## config.mk

```make
export PLATFORM = sky130hd
export DESIGN_NAME = top_k_pair_candidate_list
export DESIGN_NICKNAME = d
export VERILOG_FILES = /design/src/rtl/tkpcl_pkg.sv /design/src/rtl/tkpcl_ctrl.sv /design/src/rtl/tkpcl_datapath.sv /design/src/rtl/top_k_pair_candidate_list.sv
export SDC_FILE = /design/constraint.sdc
export NUM_CORES = 2
export LEC_CHECK = 0
export ABC_AREA = 1
export BUFFER_PORTS_ARGS = -buffer_cell sky130_fd_sc_hd__buf_2
export CAP_MARGIN = 20
export CORE_ASPECT_RATIO = 1.1
export CORE_MARGIN = 3
export CORE_UTILIZATION = 55
export DETAILED_ROUTE_END_ITERATION = 10
export PLACE_DENSITY = 0.8
export RECOVER_POWER = 25
export SYNTH_ARGS = -nofsm -noshare
export SYNTH_HDL_FRONTEND = slang
export SYNTH_SLANG_ARGS = --single-unit
```

## constraint.sdc

```tcl
create_clock -name clk -period 7.55 [get_ports clk]
set_input_delay 0.3775 -clock clk [delete_from_list [all_inputs] [get_ports clk]]
set_output_delay 0.3775 -clock clk [all_outputs]
set_load 0.1 [all_outputs]
```

## src/rtl/tkpcl_pkg.sv

```systemverilog
// ----------------------------------------------------------------------------
// Top-K pair candidate list package
// Shared types, widths and constants of the candidate list block.
// ----------------------------------------------------------------------------
`default_nettype none

package tkpcl_pkg;

    localparam int unsigned DefaultListDepth = 20;
    localparam int unsigned WindowW          = 10;
    localparam int unsigned DistW            = 32;
    localparam int unsigned RankW            = 5;
    localparam int unsigned GapW             = 10;
    localparam logic [GapW-1:0] GapReset     = 10'd5;

    typedef logic [WindowW-1:0] window_t;
    typedef logic [DistW-1:0]   dist_t;
    typedef logic [RankW-1:0]   rank_t;
    typedef logic [GapW-1:0]    gap_t;

    // One offered pair.
    typedef struct packed {
        window_t first_window;
        window_t second_window;
        dist_t   distance;
        logic    last_pair;
    } pair_t;

    // One ranked result.
    typedef struct packed {
        rank_t   rank;
        window_t out_first_window;
        window_t out_second_window;
        dist_t   out_distance;
        logic    last_entry;
    } result_t;

    // One stored list entry.
    typedef struct packed {
        window_t first_window;
        window_t second_window;
        dist_t   distance;
    } entry_t;

    typedef enum logic {
        ST_IDLE,
        ST_DRAIN
    } tkpcl_state_t;

    // Commands from the controller to the datapath.
    typedef struct packed {
        logic insert;
        logic emit;
        logic clear;
    } tkpcl_cmd_t;

    // Status from the datapath to the controller.
    typedef struct packed {
        logic empty;
        logic at_last;
    } tkpcl_sts_t;

endpackage

`default_nettype wire

```

## src/rtl/tkpcl_ctrl.sv

```systemverilog
// ----------------------------------------------------------------------------
// Candidate list controller
// Sequences insertion of offered pairs and the ranked readout of the list.
// ----------------------------------------------------------------------------
`default_nettype none

module tkpcl_ctrl (
    input  wire                  clk,
    input  wire                  rst_n,
    input  wire                  start,
    input  wire                  last_pair,
    input  tkpcl_pkg::tkpcl_sts_t sts,
    output tkpcl_pkg::tkpcl_cmd_t cmd,
    output logic                 busy
);
    import tkpcl_pkg::*;

    tkpcl_state_t state_reg;
    tkpcl_state_t state_next;

    always_ff @(posedge clk or negedge rst_n)
    begin
        if (!rst_n)
        begin
            state_reg <= ST_IDLE;
        end
        else
        begin
            state_reg <= state_next;
        end
    end

    always_comb
    begin
        state_next = state_reg;
        case (state_reg)
            ST_IDLE:
            begin
                if (start && last_pair)
                begin
                    state_next = ST_DRAIN;
                end
            end
            ST_DRAIN:
            begin
                if (sts.empty || sts.at_last)
                begin
                    state_next = ST_IDLE;
                end
            end
            default:
            begin
                state_next = ST_IDLE;
            end
        endcase
    end

    always_comb
    begin
        cmd  = '0;
        busy = 1'b0;
        case (state_reg)
            ST_IDLE:
            begin
                cmd.insert = start;
            end
            ST_DRAIN:
            begin
                busy      = 1'b1;
                cmd.emit  = !sts.empty;
                cmd.clear = sts.empty || sts.at_last;
            end
            default:
            begin
                busy = 1'b1;
            end
        endcase
    end

endmodule

`default_nettype wire

```

## src/rtl/tkpcl_datapath.sv

```systemverilog
// ----------------------------------------------------------------------------
// Candidate list datapath
// Sorted entry registers with parallel compare-and-shift insertion and a
// shift-out readout port, plus the gap register and the list counters.
// ----------------------------------------------------------------------------
`default_nettype none

module tkpcl_datapath #(
    parameter int unsigned LIST_DEPTH = tkpcl_pkg::DefaultListDepth
) (
    input  wire                   clk,
    input  wire                   rst_n,
    input  tkpcl_pkg::pair_t      pair_in,
    input  wire                   cfg_we,
    input  tkpcl_pkg::gap_t       cfg_wdata,
    input  tkpcl_pkg::tkpcl_cmd_t cmd,
    output tkpcl_pkg::tkpcl_sts_t sts,
    output tkpcl_pkg::result_t    result_out,
    output logic                  result_valid
);
    import tkpcl_pkg::*;

    localparam int unsigned CntW = $clog2(LIST_DEPTH + 1);

    entry_t              entry_reg  [LIST_DEPTH];
    entry_t              entry_next [LIST_DEPTH];
    logic [CntW-1:0]     count_reg;
    logic [CntW-1:0]     count_next;
    logic [CntW-1:0]     rd_reg;
    logic [CntW-1:0]     rd_next;
    gap_t                gap_reg;
    result_t             result_reg;
    logic                result_valid_reg;
    logic [LIST_DEPTH-1:0] lt;
    logic                gap_ok;
    logic                ins;
    logic                inserted;
    entry_t              new_entry;

    assign new_entry.first_window  = pair_in.first_window;
    assign new_entry.second_window = pair_in.second_window;
    assign new_entry.distance      = pair_in.distance;

    assign gap_ok = {1'b0, pair_in.second_window} >=
                    ({1'b0, pair_in.first_window} + {1'b0, gap_reg});
    assign ins    = cmd.insert && gap_ok;

    // Unused slots count as larger than any distance, so lt is a thermometer
    // code that marks the insertion point and every slot behind it.
    always_comb
    begin
        for (int i = 0; i < LIST_DEPTH; i++)
        begin
            lt[i] = (CntW'(i) >= count_reg) || (pair_in.distance < entry_reg[i].distance);
        end
    end

    assign inserted = ins && lt[LIST_DEPTH-1];

    for (genvar g = 0; g < LIST_DEPTH; g++)
    begin : g_slot
        if (g == 0)
        begin : g_head
            always_comb
            begin
                entry_next[g] = entry_reg[g];
                if (ins && lt[g])
                begin
                    entry_next[g] = new_entry;
                end
                else if (cmd.emit)
                begin
                    if (LIST_DEPTH > 1)
                    begin
                        entry_next[g] = entry_reg[(g + 1) % LIST_DEPTH];
                    end
                end
            end
        end
        else
        begin : g_body
            always_comb
            begin
                entry_next[g] = entry_reg[g];
                if (ins && lt[g])
                begin
                    entry_next[g] = lt[g-1] ? entry_reg[g-1] : new_entry;
                end
                else if (cmd.emit && (g < LIST_DEPTH - 1))
                begin
                    entry_next[g] = entry_reg[(g + 1) % LIST_DEPTH];
                end
            end
        end
    end

    always_ff @(posedge clk)
    begin
        for (int i = 0; i < LIST_DEPTH; i++)
        begin
            entry_reg[i] <= entry_next[i];
        end
    end

    always_comb
    begin
        count_next = count_reg;
        rd_next    = rd_reg;
        if (cmd.clear)
        begin
            count_next = '0;
            rd_next    = '0;
        end
        else
        begin
            if (inserted && (count_reg != CntW'(LIST_DEPTH)))
            begin
                count_next = count_reg + CntW'(1);
            end
            if (cmd.emit)
            begin
                rd_next = rd_reg + CntW'(1);
            end
        end
    end

    assign sts.empty   = (count_reg == '0);
    assign sts.at_last = (rd_reg == (count_reg - CntW'(1)));

    always_ff @(posedge clk or negedge rst_n)
    begin
        if (!rst_n)
        begin
            count_reg        <= '0;
            rd_reg           <= '0;
            gap_reg          <= GapReset;
            result_valid_reg <= 1'b0;
        end
        else
        begin
            count_reg        <= count_next;
            rd_reg           <= rd_next;
            result_valid_reg <= cmd.emit;
            if (cfg_we)
            begin
                gap_reg <= cfg_wdata;
            end
        end
    end

    always_ff @(posedge clk)
    begin
        if (cmd.emit)
        begin
            result_reg.rank              <= RankW'(rd_reg);
            result_reg.out_first_window  <= entry_reg[0].first_window;
            result_reg.out_second_window <= entry_reg[0].second_window;
            result_reg.out_distance      <= entry_reg[0].distance;
            result_reg.last_entry        <= sts.at_last;
        end
    end

    assign result_out   = result_reg;
    assign result_valid = result_valid_reg;

endmodule

`default_nettype wire

```

## src/rtl/top_k_pair_candidate_list.sv

```systemverilog
// ----------------------------------------------------------------------------
// Top-K pair candidate list
// Keeps the LIST_DEPTH best window pairs sorted by ascending distance and
// reads them out in rank order when the final pair of a set arrives.
// ----------------------------------------------------------------------------
// Throughput: for a pair without last_pair busy stays low, and a new pair
//   can be started every cycle (compare-and-shift insert).
// Readout: after a final pair, the state register and then result_valid_reg
//   lie between the accepting edge and the first result; results follow one per
//   cycle, busy is high even for an empty list, and the receiver cannot stall.
// Reset: the list is emptied, gap_reg returns to 5; entries hold junk.
// ----------------------------------------------------------------------------
`default_nettype none

module top_k_pair_candidate_list #(
    parameter int unsigned LIST_DEPTH = tkpcl_pkg::DefaultListDepth
) (
    input  wire                clk,
    input  wire                rst_n,
    input  wire                start,
    output logic               busy,
    input  tkpcl_pkg::pair_t   pair_in,
    input  wire                cfg_we,
    input  tkpcl_pkg::gap_t    cfg_wdata,
    output tkpcl_pkg::result_t result_out,
    output logic               result_valid
);
    import tkpcl_pkg::*;

    tkpcl_cmd_t cmd;
    tkpcl_sts_t sts;

    // The controller decides when a transaction inserts a pair and when the
    // stored list drains; it sees only the handshake and a few status flags.
    tkpcl_ctrl u_ctrl (
        .clk       (clk),
        .rst_n     (rst_n),
        .start     (start),
        .last_pair (pair_in.last_pair),
        .sts       (sts),
        .cmd       (cmd),
        .busy      (busy)
    );

    // The datapath holds the sorted entries. Every slot compares the offered
    // distance against its own entry in parallel, and the resulting
    // thermometer code tells each slot whether to keep, shift or load. The
    // readout shifts the list toward slot zero one entry per cycle.
    tkpcl_datapath #(
        .LIST_DEPTH (LIST_DEPTH)
    ) u_datapath (
        .clk          (clk),
        .rst_n        (rst_n),
        .pair_in      (pair_in),
        .cfg_we       (cfg_we),
        .cfg_wdata    (cfg_wdata),
        .cmd          (cmd),
        .sts          (sts),
        .result_out   (result_out),
        .result_valid (result_valid)
    );

    // A result is only ever produced by a cycle spent in the readout.
    a_result_from_drain: assert property (@(posedge clk) disable iff (!rst_n)
        result_valid |-> $past(busy))
        else $error("result strobe without a preceding readout cycle");

    // An ordinary pair never causes a result.
    a_no_result_on_plain_pair: assert property (@(posedge clk) disable iff (!rst_n)
        (start && !busy && !pair_in.last_pair) |=> !result_valid)
        else $error("result produced by a pair that was not final");

    // A final pair always starts the readout.
    a_final_starts_drain: assert property (@(posedge clk) disable iff (!rst_n)
        (start && !busy && pair_in.last_pair) |=> busy)
        else $error("final pair did not start the readout");

    // Nothing follows the entry that is marked as the last one.
    a_last_entry_ends: assert property (@(posedge clk) disable iff (!rst_n)
        (result_valid && result_out.last_entry) |=> !result_valid)
        else $error("result strobe after the last entry of a readout");

endmodule

`default_nettype wire

```

==> metrics.cfg <==
[finish]
finalNetCount = 10900
diodes = 0
final_core_util_pct = 59.3
fillers = 12900
areaGrowthSynthToFinish_pct = 6.42
regArea_sq_um = 33500
drive_gt1_share_pct = 6.01
largest_reg_flops = 1040
multiInputGateArea_sq_um = 38500

[yosys]
synth_edf_count = 1098
ys_types = 55
synth_top_area_share_pct = 41.9
ys_seq_area_share_pct = 42.6
synth_top_cell_by_area = edfxtp_1
synth_area_per_cell_sq_um = 7.61
syn_nets = 11100
synth_warnings = 0
async_reset_ff_share_pct = 1.96
syn_inst = 10300
ys_top_cells_by_area = edfxtp_1, nand2_1, ha_1, nand3_1, inv_1
synth-main-ff-cell = edfxtp_1
synth_area_sq_um = 78700
ys_seq_elements = 1120

[worst_setup_path]
crit_fanout = 51
critical_path.cell_chain = inv_1 -> ha_1 -> inv_1 -> nor2_1 -> nand2_1 -> nand2_1 -> buf_4 -> clkinvlp_2 -> clkbuf_1
r2r_start = u_datapath.count_reg[0]
reg2reg_setup_slack_ns = 1.57
path_buf_inv = 5
cp-startpoint = u_datapath.count_reg[0]
cp.required_ns = 7.58
cpPeakStageDelay_ns = 1.42
cp-start-kind = register
end_kind = register
crit_end = u_datapath.result_out[30]
crit_family = buffers and inverters
regToRegEndpoint = u_datapath.result_out[30]
critPathKind = register to register
cp.arrival_ns = 6.02
slowest_stage = clkbuf_1
path_depth = 9
r2r_cells = 9

[hold_path]
whs_path_depth = 2
hold_path_class = input pin to register

[clock_network]
ctsRootBufferMaster = clkbuf_16
cts_tree = built
htreeDepth = 4
cts.sinks = 1120
clk_latency_ns = 0.81
cts.clk_slew.worst_paths_ns = 0.06
clk_path_buf_depth = 3
cts_resized = 0
cts_buffers = 130

[power_and_ir_drop]
ir_drop_v = 0.000273
p_leak_uw = 0.0419
p_per_area_nw_per_um2 = 346

[sta]
rsz0062_at_grt = false
slew_headroom_pct = -119
tns_ns = 0
slew_viol_final = 52
tightest_slew_ns = 3.28
fin_crit_ns = 5.98
max_freq_mhz = 167
setup_viol = 0
finalHoldViolations = 0
timing.final.crit_share_pct = 79.3
fin_skew_ns = 0.0309

[drt]
routed_wl_microns = 302000
avgRoutedWirePerCell_microns = 24.8
drt_first_iter_violations = 11200
ant_nets = 0
drcViolationCount = 0
num_vias = 74300
via_per_inst = 6.10
drtPass1Iterations = 10

[floorplanning]
die_w_microns = 367
dieHeight_microns = 403
dieArea_sq_um = 148000
rows = 144
io_pins = 127
core-area_sq_um = 141000
start_util_pct = 55.8

[global_routing]
grt_usage_pct = 39.8
grt_pass1_vias = 69500
grt_pass1_wl_microns = 441000
grt_max_degree = 106
antenna_found_initial = 9
gr-total-overflow = 0

[run]
maxCapViolCount = 1

[place]
dp_hpwl_microns = 212000
gp_congestion = 1.03
port_buffers = 126

[status]
status = finished, violations left
violations = max-capacitance violations, max-slew violations

cell usage after synthesis, types with 15 or more instances:
cell type	instances
nand3_1	974
nand2_1	5102
edfxtp_1	1098
buf_1	45
buf_12	41
o21ai_1	35
buf_4	51
clkbuf_1	216
nor2_1	132
buf_2	223
nand4_1	48
inv_1	759
a211oi_1	18
o21ai_0	191
nor4_1	26
nand2_4	19
nand2_2	207
inv_2	15
ha_1	646
dfrtp_1	20
a21oi_1	328
cells by family (layout without fill, tap and decap cells):
logic type	Yosys count	after routing	synth area share, %
flip-flops	1120	1120	42.6
multiplexers	9	9	0.129
AND/OR/NAND/NOR	6543	6543	34.2
AO/OA/AOI/OAI	624	624	4.24
XOR/XNOR	19	19	0.212
adder cells (fa/ha/maj)	647	647	10.3
buffers and inverters	1374	1315	8.28
final cells by class:
cell class | count | share of cell area, %
clock buffers | 158 | 4.13
clock inverters | 81 | 0.964
inverters | 786 | 3.67
multi-input cells | 7842 | 46.0
flip-flops and latches | 1120 | 40.1
well taps | 1898 | 2.84
repair buffers | 290 | 2.36
what timing repair did:
item                                   in CTS  in global routing
setup buffers                               0                  0
hold buffers                               18                  0
endpoints found under the hold margin      33                  0
through the flow:
stage	hold WS, ns	setup slack [ns]	area (sq um)	power (uW)	instances
after floorplan	0.0819	1.69	78700	18300	10300
after global placement	0.379	2.00	79500	21700	11900
after detailed placement	0.388	2.02	79600	22100	11900
after CTS	0.00124	2.59	84000	28600	12200
after global routing	0.0482	1.39	83700	30400	12200
final	0.0467	1.57	83700	29000	12200
cell usage in the layout (no fill, tap or decap), types with 9 or more instances in the layout:
cell / count
nand2_1: 5168
edfxtp_1: 1098
nand3_1: 974
inv_1: 759
ha_1: 646
a21oi_1: 328
o21ai_0: 202
nand2_2: 143
clkbuf_16: 134
nor2_1: 133
buf_4: 132
clkbuf_1: 85
buf_2: 65
nand4_1: 48
clkinv_1: 34
nor4_1: 26
o21ai_1: 21
nand2_4: 19
dfrtp_1: 19
a211oi_1: 18
dlygate4sd3_1: 18
clkinv_2: 15
inv_2: 14
bufinv_16: 14
o211ai_1: 13
xor2_1: 12
nand2_8: 12
nor3_1: 12
buf_12: 12
inv_6: 9
mux2_2: 9
power by group:
| group | internal, uW | switching, uW |
|---|---|---|
| combinational | 2980 | 7620 |
| clock | 3750 | 2770 |
| sequential | 9780 | 2100 |
layer usage:
metal / global-route usage, % / up-vias / wire length (microns)
met5: 0 / - / 92
met2: 58.8 / 5499 / 126000
li1: - / 33200 / -
met4: 27.6 / 14 / 26100
met3: 12.2 / 1282 / 42600
met1: 50.0 / 34300 / 107000
worst min-delay path by stage:
stage / from / end / slack [ns]
6_report: cfg_we / u_datapath.gap_reg[8] / 0.05
5_1_grt: cfg_we / u_datapath.gap_reg[3] / 0.05
4_1_cts: cfg_we / u_datapath.gap_reg[8] / 0.001
3_5_place_dp: rst_n / u_datapath.rd_reg[2] / 0.39
3_3_place_gp: rst_n / u_datapath.rd_reg[4] / 0.38
2_1_floorplan: rst_n / u_ctrl.state_reg / 0.08
No activity file was read; power rests on OpenSTA's default activity.
